==> src/rtl/core/age_replacement_tag_store_unit_assert.svh <==
// ---------------------------------------------------------------------------
// age replacement tag store assertion macros
// concurrent property helpers shared by the tag store rtl
// ---------------------------------------------------------------------------
`ifndef AGE_REPLACEMENT_TAG_STORE_UNIT_ASSERT_SVH
`define AGE_REPLACEMENT_TAG_STORE_UNIT_ASSERT_SVH

// same-cycle implication, disabled during reset
`define ARTS_ASSERT_IMPL(lbl, clk, rstn, ante, cons) \
  lbl: assert property (@(posedge clk) disable iff (!(rstn)) (ante) |-> (cons)) \
    else $error("tag store assertion failed");

// next-cycle implication, disabled during reset
`define ARTS_ASSERT_NEXT(lbl, clk, rstn, ante, cons) \
  lbl: assert property (@(posedge clk) disable iff (!(rstn)) (ante) |=> (cons)) \
    else $error("tag store assertion failed");

`endif

==> src/rtl/core/arts_pkg.sv <==
// ---------------------------------------------------------------------------
// arts_pkg
// shared sizes, types and codes of the age replacement tag store
// ---------------------------------------------------------------------------
package arts_pkg;

  localparam int unsigned ENTRIES    = 32;
  localparam int unsigned AGE_BITS   = 16;
  localparam int unsigned KEY_W      = 16;
  localparam int unsigned SLOT_W     = 5;
  localparam int unsigned IDX_W      = $clog2(ENTRIES);
  localparam int unsigned CNT_W      = $clog2(ENTRIES + 1);
  localparam int unsigned IN_DATA_W  = 2 * KEY_W;
  localparam int unsigned OUT_DATA_W = 8;

  typedef logic [IDX_W-1:0]    idx_t;
  typedef logic [CNT_W-1:0]    cnt_t;
  typedef logic [AGE_BITS-1:0] age_t;
  typedef logic [KEY_W-1:0]    key_t;
  typedef logic [SLOT_W-1:0]   slot_t;

  localparam age_t AGE_MAX = '1;

  // one directory entry as held in the ram, x key in the lowest bits
  typedef struct packed {
    age_t age;
    key_t y;
    key_t x;
  } entry_t;

  typedef enum logic {
    OP_STORE  = 1'b0,
    OP_LOOKUP = 1'b1
  } op_e;

  typedef enum logic [2:0] {
    ST_IDLE = 3'b001,
    ST_SCAN = 3'b010,
    ST_DONE = 3'b100
  } state_e;

  // low bits of an entry index, zero extended for small directories
  function automatic slot_t to_slot(idx_t idx);
    logic [IDX_W+SLOT_W-1:0] ext;
    ext = (IDX_W + SLOT_W)'(idx);
    return ext[SLOT_W-1:0];
  endfunction

endpackage

==> src/rtl/core/age_replacement_tag_store_unit.sv <==
// ---------------------------------------------------------------------------
// age_replacement_tag_store_unit
// tag directory of a chunk cache with age based replacement and lookup/free
// ---------------------------------------------------------------------------
// a new request is taken only once the previous one has walked all entries
//   through the single read port of the entry ram and its result is registered
// reset: every entry empty at once (valid bits in flops), no clearing pass;
//   tag and age ram contents are only used for valid entries
// ---------------------------------------------------------------------------
`include "age_replacement_tag_store_unit_assert.svh"

module age_replacement_tag_store_unit (
  input  logic                               clk_i,
  input  logic                               rst_ni,
  // request side
  input  logic                               s_axis_tvalid_i,
  output logic                               s_axis_tready_o,
  input  logic [arts_pkg::IN_DATA_W-1:0]     s_axis_tdata_i,  // key_x, key_y
  input  logic [0:0]                         s_axis_tuser_i,  // opcode
  // result side
  output logic                               m_axis_tvalid_o,
  input  logic                               m_axis_tready_i,
  output logic [arts_pkg::OUT_DATA_W-1:0]    m_axis_tdata_o   // slot, found, evicted_valid
);

  // control state
  arts_pkg::state_e state_q, state_d;
  arts_pkg::cnt_t   cnt_q, cnt_d;
  logic [arts_pkg::ENTRIES-1:0] valid_q, valid_d;

  // latched request
  arts_pkg::op_e  op_q, op_d;
  arts_pkg::key_t kx_q, kx_d, ky_q, ky_d;

  // read pipeline: entry coming back from the ram this cycle
  logic           proc_vld_q, proc_vld_d;
  arts_pkg::idx_t proc_idx_q, proc_idx_d;

  // scan trackers
  logic           best_vld_q, best_vld_d;
  arts_pkg::idx_t best_idx_q, best_idx_d;
  arts_pkg::age_t best_age_q, best_age_d;
  logic           empty_vld_q, empty_vld_d;
  arts_pkg::idx_t empty_idx_q, empty_idx_d;
  logic           hit_q, hit_d;
  arts_pkg::idx_t hit_idx_q, hit_idx_d;

  // result register
  logic                            m_valid_q, m_valid_d;
  logic [arts_pkg::OUT_DATA_W-1:0] m_data_q, m_data_d;

  // ram ports
  logic             rd_en;
  arts_pkg::idx_t   rd_addr;
  arts_pkg::entry_t rd_data;
  logic             wr_en;
  arts_pkg::idx_t   wr_addr;
  arts_pkg::entry_t wr_data;

  logic             in_fire;
  logic             out_free;
  logic             done_fire;
  logic             proc_entry_valid;
  logic             key_match;
  arts_pkg::age_t   aged;
  arts_pkg::idx_t   victim_idx;
  arts_pkg::idx_t   slot_idx;

  // a request is taken only between scans, even while a result waits
  assign s_axis_tready_o = (state_q == arts_pkg::ST_IDLE);
  assign in_fire         = s_axis_tvalid_i && s_axis_tready_o;
  assign out_free        = !m_valid_q || m_axis_tready_i;
  assign done_fire       = (state_q == arts_pkg::ST_DONE) && out_free;

  // reads start with entry 0 in the accept cycle, then one entry per cycle
  assign rd_en   = in_fire ||
                   ((state_q == arts_pkg::ST_SCAN) && (cnt_q < arts_pkg::CNT_W'(arts_pkg::ENTRIES)));
  assign rd_addr = (state_q == arts_pkg::ST_IDLE) ? '0 : cnt_q[arts_pkg::IDX_W-1:0];

  // entry under inspection, valid bits are stable during a scan
  assign proc_entry_valid = valid_q[proc_idx_q];
  assign key_match        = proc_entry_valid && (rd_data.x == kx_q) && (rd_data.y == ky_q);
  assign aged             = (rd_data.age == arts_pkg::AGE_MAX) ? rd_data.age
                                                               : rd_data.age + 1'b1;

  // first empty entry wins, else the first oldest one
  assign victim_idx = empty_vld_q ? empty_idx_q : best_idx_q;
  assign slot_idx   = (op_q == arts_pkg::OP_STORE) ? victim_idx
                                                   : (hit_q ? hit_idx_q : '0);

  // write port: aging write-back during a store scan, victim fill at the end
  always_comb begin
    wr_en   = 1'b0;
    wr_addr = proc_idx_q;
    wr_data = '{age: aged, y: rd_data.y, x: rd_data.x};
    if (done_fire && (op_q == arts_pkg::OP_STORE)) begin
      wr_en   = 1'b1;
      wr_addr = victim_idx;
      wr_data = '{age: '0, y: ky_q, x: kx_q};
    end else if (proc_vld_q && (op_q == arts_pkg::OP_STORE) && proc_entry_valid) begin
      wr_en = 1'b1;
    end
  end

  always_comb begin
    state_d     = state_q;
    cnt_d       = cnt_q;
    valid_d     = valid_q;
    op_d        = op_q;
    kx_d        = kx_q;
    ky_d        = ky_q;
    proc_vld_d  = rd_en;
    proc_idx_d  = rd_addr;
    best_vld_d  = best_vld_q;
    best_idx_d  = best_idx_q;
    best_age_d  = best_age_q;
    empty_vld_d = empty_vld_q;
    empty_idx_d = empty_idx_q;
    hit_d       = hit_q;
    hit_idx_d   = hit_idx_q;
    m_valid_d   = m_valid_q && !m_axis_tready_i;
    m_data_d    = m_data_q;

    // trackers follow the entry coming back from the ram
    if (proc_vld_q) begin
      if (!proc_entry_valid && !empty_vld_q) begin
        empty_vld_d = 1'b1;
        empty_idx_d = proc_idx_q;
      end
      // strict compare keeps the lowest index among equal ages
      if (proc_entry_valid && (!best_vld_q || (rd_data.age > best_age_q))) begin
        best_vld_d = 1'b1;
        best_idx_d = proc_idx_q;
        best_age_d = rd_data.age;
      end
      if (key_match && !hit_q) begin
        hit_d     = 1'b1;
        hit_idx_d = proc_idx_q;
      end
    end

    case (state_q)
      arts_pkg::ST_IDLE: begin
        if (in_fire) begin
          op_d        = arts_pkg::op_e'(s_axis_tuser_i[0]);
          kx_d        = s_axis_tdata_i[arts_pkg::KEY_W-1:0];
          ky_d        = s_axis_tdata_i[2*arts_pkg::KEY_W-1:arts_pkg::KEY_W];
          cnt_d       = arts_pkg::CNT_W'(1);
          best_vld_d  = 1'b0;
          empty_vld_d = 1'b0;
          hit_d       = 1'b0;
          state_d     = arts_pkg::ST_SCAN;
        end
      end
      arts_pkg::ST_SCAN: begin
        if (rd_en) begin
          cnt_d = cnt_q + arts_pkg::CNT_W'(1);
        end
        // last entry is inspected in this cycle
        if (cnt_q == arts_pkg::CNT_W'(arts_pkg::ENTRIES)) begin
          state_d = arts_pkg::ST_DONE;
        end
      end
      arts_pkg::ST_DONE: begin
        if (done_fire) begin
          if (op_q == arts_pkg::OP_STORE) begin
            valid_d[victim_idx] = 1'b1;
          end else if (hit_q) begin
            valid_d[hit_idx_q] = 1'b0;
          end
          m_valid_d = 1'b1;
          m_data_d  = {1'b0,
                       (op_q == arts_pkg::OP_STORE) && !empty_vld_q,
                       (op_q == arts_pkg::OP_LOOKUP) && hit_q,
                       arts_pkg::to_slot(slot_idx)};
          state_d   = arts_pkg::ST_IDLE;
        end
      end
      default: begin
        state_d = arts_pkg::ST_IDLE;
      end
    endcase
  end

  always_ff @(posedge clk_i or negedge rst_ni) begin
    if (!rst_ni) begin
      state_q     <= arts_pkg::ST_IDLE;
      cnt_q       <= '0;
      valid_q     <= '0;
      proc_vld_q  <= 1'b0;
      best_vld_q  <= 1'b0;
      empty_vld_q <= 1'b0;
      hit_q       <= 1'b0;
      m_valid_q   <= 1'b0;
    end else begin
      state_q     <= state_d;
      cnt_q       <= cnt_d;
      valid_q     <= valid_d;
      proc_vld_q  <= proc_vld_d;
      best_vld_q  <= best_vld_d;
      empty_vld_q <= empty_vld_d;
      hit_q       <= hit_d;
      m_valid_q   <= m_valid_d;
    end
  end

  // payload registers
  always_ff @(posedge clk_i) begin
    op_q        <= op_d;
    kx_q        <= kx_d;
    ky_q        <= ky_d;
    proc_idx_q  <= proc_idx_d;
    best_idx_q  <= best_idx_d;
    best_age_q  <= best_age_d;
    empty_idx_q <= empty_idx_d;
    hit_idx_q   <= hit_idx_d;
    m_data_q    <= m_data_d;
  end

  // entry ram: {age, y key, x key} per entry
  arts_ram #(
    .WIDTH ($bits(arts_pkg::entry_t)),
    .DEPTH (arts_pkg::ENTRIES)
  ) u_entry_ram (
    .clk_i   (clk_i),
    .we_i    (wr_en),
    .waddr_i (wr_addr),
    .wdata_i (wr_data),
    .re_i    (rd_en),
    .raddr_i (rd_addr),
    .rdata_o (rd_data)
  );

  assign m_axis_tvalid_o = m_valid_q;
  assign m_axis_tdata_o  = m_data_q;

  // store fill leaves the victim valid
  `ARTS_ASSERT_NEXT(a_store_sets_valid, clk_i, rst_ni,
    done_fire && (op_q == arts_pkg::OP_STORE), valid_q[$past(victim_idx)])
  // lookup hit frees the entry it found
  `ARTS_ASSERT_NEXT(a_hit_frees_entry, clk_i, rst_ni,
    done_fire && (op_q == arts_pkg::OP_LOOKUP) && hit_q, !valid_q[$past(hit_idx_q)])
  // no ram write outside a running request
  `ARTS_ASSERT_IMPL(a_no_idle_write, clk_i, rst_ni,
    state_q == arts_pkg::ST_IDLE, !wr_en)
  // a store result never reports a found key
  `ARTS_ASSERT_NEXT(a_store_not_found, clk_i, rst_ni,
    done_fire && (op_q == arts_pkg::OP_STORE), !m_axis_tdata_o[arts_pkg::SLOT_W])

endmodule

==> src/rtl/core/arts_ram.sv <==
// ---------------------------------------------------------------------------
// arts_ram
// generic simple dual port ram, one write and one registered read port
// ---------------------------------------------------------------------------
module arts_ram #(
  parameter int unsigned WIDTH = 8,
  parameter int unsigned DEPTH = 16
) (
  input  logic                     clk_i,
  input  logic                     we_i,
  input  logic [$clog2(DEPTH)-1:0] waddr_i,
  input  logic [WIDTH-1:0]         wdata_i,
  input  logic                     re_i,
  input  logic [$clog2(DEPTH)-1:0] raddr_i,
  output logic [WIDTH-1:0]         rdata_o
);

  logic [WIDTH-1:0] mem_q [DEPTH];

  always_ff @(posedge clk_i) begin
    if (we_i) begin
      mem_q[waddr_i] <= wdata_i;
    end
    if (re_i) begin
      rdata_o <= mem_q[raddr_i];
    end
  end

endmodule
==> config.mk <==
export PLATFORM = sky130hd
export DESIGN_NAME = age_replacement_tag_store_unit
export DESIGN_NICKNAME = d
export VERILOG_FILES = /design/src/rtl/core/arts_pkg.sv /design/src/rtl/core/age_replacement_tag_store_unit.sv /design/src/rtl/core/arts_ram.sv
export VERILOG_INCLUDE_DIRS = /design/src /design/src/rtl/core
export SDC_FILE = /design/constraint.sdc
export NUM_CORES = 2
export LEC_CHECK = 0
export BUFFER_PORTS_ARGS = -buffer_cell sky130_fd_sc_hd__clkbuf_2
export CELL_PAD_IN_SITES_DETAIL_PLACEMENT = 1
export CELL_PAD_IN_SITES_GLOBAL_PLACEMENT = 1
export CORE_MARGIN = 2
export CORE_UTILIZATION = 35
export CTS_CLUSTER_SIZE = 8
export DETAILED_ROUTE_END_ITERATION = 16
export GPL_ROUTABILITY_DRIVEN = 0
export PLACE_DENSITY_LB_ADDON = 0.1
export SKIP_CTS_REPAIR_TIMING = 1
export SLEW_MARGIN = 5
export SYNTH_ARGS = -nofsm -noshare
export SYNTH_HDL_FRONTEND = slang
export SYNTH_SLANG_ARGS = --single-unit
export TNS_END_PERCENT = 50
==> constraint.sdc <==
create_clock -name clk_i -period 4 [get_ports clk_i]
set_input_delay 0.4 -clock clk_i [delete_from_list [all_inputs] [get_ports clk_i]]
set_output_delay 0.4 -clock clk_i [all_outputs]
set_load 0.01 [all_outputs]
==> impl_metrics.tcl <==
set metrics [dict create \
    ant_nets 0 \
    tns_ns 0 \
    wire_per_inst_um 31.0 \
    cts_root_buf "clkbuf_16" \
    ys_seq_area_share_pct 72.6 \
    finalCritPeriodShare_pct 94.7 \
    num_vias 44000 \
    drv_slew 0 \
    synth_fp_nets 4863 \
    leakagePower_nw 27.0 \
    grt_max_degree 137 \
    cp_max_fo 18 \
    powerDensity_nw_per_um2 716 \
    clock_latency_ns 0.88 \
    rr_startpoint "state_q[2]" \
    place_worst_setup_slack_ns 0.224 \
    max_slew.worst_pin.slew_ns 1.19 \
    die_area_um2 204000 \
    cts_buffers 231 \
    drive_gt1_share_pct 15.2 \
    fmax_mhz 264 \
    cts.path.max_buffers 3 \
    placementRows 164 \
    rr_endpoint "u_entry_ram.mem_q[4][20]" \
    dpl_cell_area_um2 75400 \
    cp.required_ns 4.56 \
    grtUsageTotal_pct 23.2 \
    clk_pin_slew_ns 0.05 \
    rsz0062_at_grt "false" \
    final_common_cell "edfxtp_1" \
    post-route-min-period_ns 3.79 \
    via_per_inst 5.72 \
    cts_tree "done" \
    start_kind "flip-flop" \
    core-area_um2 200000 \
    synth_cell_type_count 66 \
    instances_no_fill 7703 \
    p_total_mw 58.7 \
    synth_flop_cell "edfxtp_1" \
    ir_drop_mv 0.630 \
    fin_skew_ns 0.0718 \
    rr_worst_depth 8 \
    htreeDepth 4 \
    drtIter0Drc 3878 \
    area_delta_synth_final_pct 16.8 \
    cts.sinks 1706 \
    hp-class "input pin to flip-flop" \
    slew_headroom_pct 20.3 \
    whs_path_depth 4 \
    hold_viol 0 \
    async_flop_share_pct 2.70 \
    synth_area_per_cell_um2 14.6 \
    routed_wl_um 238000 \
    syn_inst 4807 \
    num-nets-final 5053 \
    final_util_pct 41.1 \
    endpoint_kind "flip-flop" \
    worstPathArrival_ns 4.34 \
    grt_pass1_vias 45200 \
    num_io_pins 47 \
    dp_cells 7381 \
    maxCapViolCount 0 \
    status "finished, final reports clean" \
    critical_path.endpoint "u_entry_ram.mem_q[4][20]" \
    cp-startpoint "state_q[2]" \
    overflow 0 \
    fp.dieW_um 452 \
    layout_common_cells "edfxtp_1, nand2_1, o221ai_1, clkbuf_16, nor2_1" \
    synth_edf_count 1655 \
    initial_core_util_pct 35.2 \
    yosysWarnings 0 \
    antenna_found_initial 9 \
    synth_area_um2 70200 \
    whs_ns 0.0549 \
    place.port_buffers 45 \
    worstSetupPathType "flip-flop to flip-flop" \
    drc_errors 0 \
    dp_hpwl_um 136000 \
    first_pass_iters 5 \
    final_area_um2 82000 \
    grt_pass1_wl_um 341000 \
    ys_ff_latch 1706 \
    setup_slack_ns 0.213 \
    reg2reg_setup_slack_ns 0.21 \
    setup_viol 0 \
    die_h_um 452 \
]
worst max-delay path: stages (launching register included):
cell	delay (ns)
dfrtp_1	0.48
or3b_2	0.58
nor3_4	0.46
buf_4	0.43
nand3_1	0.12
o21ai_0	0.14
nand2_1	0.41
nor2_4	0.53
buf_12	0.27
cell usage after synthesis, types with 6 or more instances:
| cell type | instances | share of area (%) |
|---|---|---|
| a311oi_1 | 51 | 0.64 |
| a31o_2 | 57 | 0.71 |
| a31oi_1 | 144 | 1.3 |
| inv_1 | 126 | 0.67 |
| nand3_1 | 24 | 0.17 |
| o22a_1 | 48 | 0.60 |
| nand2_1 | 527 | 2.8 |
| dfrtp_1 | 45 | 1.6 |
| edfxtp_1 | 1655 | 71 |
| a21oi_1 | 19 | 0.14 |
| nor4_1 | 8 | 0.071 |
| and2b_1 | 27 | 0.29 |
| o21ai_0 | 101 | 0.72 |
| or3_1 | 13 | 0.12 |
| nand3b_1 | 6 | 0.064 |
| xor2_1 | 43 | 0.54 |
| o211ai_1 | 96 | 1.0 |
| o22ai_2 | 30 | 0.53 |
| buf_1 | 16 | 0.086 |
| o22ai_1 | 113 | 1.0 |
| buf_6 | 12 | 0.19 |
| o221ai_1 | 238 | 3.0 |
| mux2i_1 | 119 | 1.7 |
| o311a_1 | 47 | 0.67 |
| nand2b_1 | 58 | 0.52 |
| clkbuf_1 | 211 | 1.1 |
| and3_1 | 52 | 0.46 |
| a31o_1 | 37 | 0.46 |
| mux2_2 | 83 | 1.3 |
| a22oi_1 | 51 | 0.55 |
| buf_4 | 18 | 0.19 |
| nor2_1 | 262 | 1.4 |
| ha_1 | 19 | 0.34 |
| buf_2 | 85 | 0.61 |
| nor2b_1 | 169 | 1.5 |
| a211oi_1 | 100 | 1.1 |
| nand4_1 | 14 | 0.12 |
| o21ai_1 | 22 | 0.16 |
layout make-up:
| cell class | count | area, um^2 |
|---|---|---|
| fill | 19800 | 118000 |
| sequential | 1706 | 51000 |
| multi-input combinational | 2628 | 17700 |
| clock buffer | 267 | 5960 |
| tap | 2656 | 3320 |
| timing repair buffer | 299 | 3280 |
| inverter | 131 | 509 |
| clock inverter | 13 | 284 |
| antenna | 3 | 7.51 |
power breakdown:
group,internal (mW),switching [mW],total (mW)
sequential,23.1,0.714,23.8
clock,10.3,7.48,17.8
combinational,5.00,12.1,17.1
total,38.4,20.3,58.7
registers in the layout (all words and copies together) (netlist names):
| register | flops |
|---|---|
| u_entry_ram.rdata_o | 48 |
| proc_vld_q | 1 |
| kx_q | 16 |
| best_age_q | 16 |
| best_idx_q | 5 |
| ky_q | 16 |
| hit_idx_q | 5 |
| u_entry_ram.mem_q | 1536 |
| best_vld_q | 1 |
| valid_q | 32 |
| empty_idx_q | 5 |
| op_q | 1 |
| proc_idx_q | 5 |
| hit_q | 1 |
| state_q | 3 |
| cnt_q | 6 |
| m_axis_tvalid_o | 1 |
| m_axis_tdata_o | 7 |
| empty_vld_q | 1 |
cells by family after synthesis:
kind of cell,count (synthesis),synth area share (%)
flip-flops,1706,72.6
adder cells (fa/ha/maj),19,0.339
multiplexers,202,3.03
AO/OA/AOI/OAI,1176,12.8
other,1,0.00534
buffers and inverters,473,2.90
XOR/XNOR,45,0.561
AND/OR/NAND/NOR,1185,7.81
metal layers:
metal / GRT usage [%] / vias up / wire length [um] / share of wire (%)
li1: - / 19100 / - / -
met1: 32.5 / 23300 / 108000 / 45
met2: 36.7 / 1192 / 111000 / 46
met3: 3.58 / 370 / 12200 / 5.1
met4: 8.14 / 2 / 7910 / 3.3
met5: 0.140 / - / 13 / 0.0055
worst min path at each step:
| stage | slack, ns | to | startpoint |
|---|---|---|---|
| after floorplan | 0.10 | best_vld_q | rst_ni |
| after global placement | 0.49 | valid_q[8] | valid_q[8] |
| after detailed placement | 0.50 | valid_q[22] | valid_q[22] |
| after CTS | -0.40 | m_axis_tvalid_o | rst_ni |
| after global routing | 0.08 | m_axis_tvalid_o | m_axis_tready_i |
| final | 0.05 | state_q[2] | m_axis_tready_i |
Note: power is estimated with default switching activity, not from simulation.
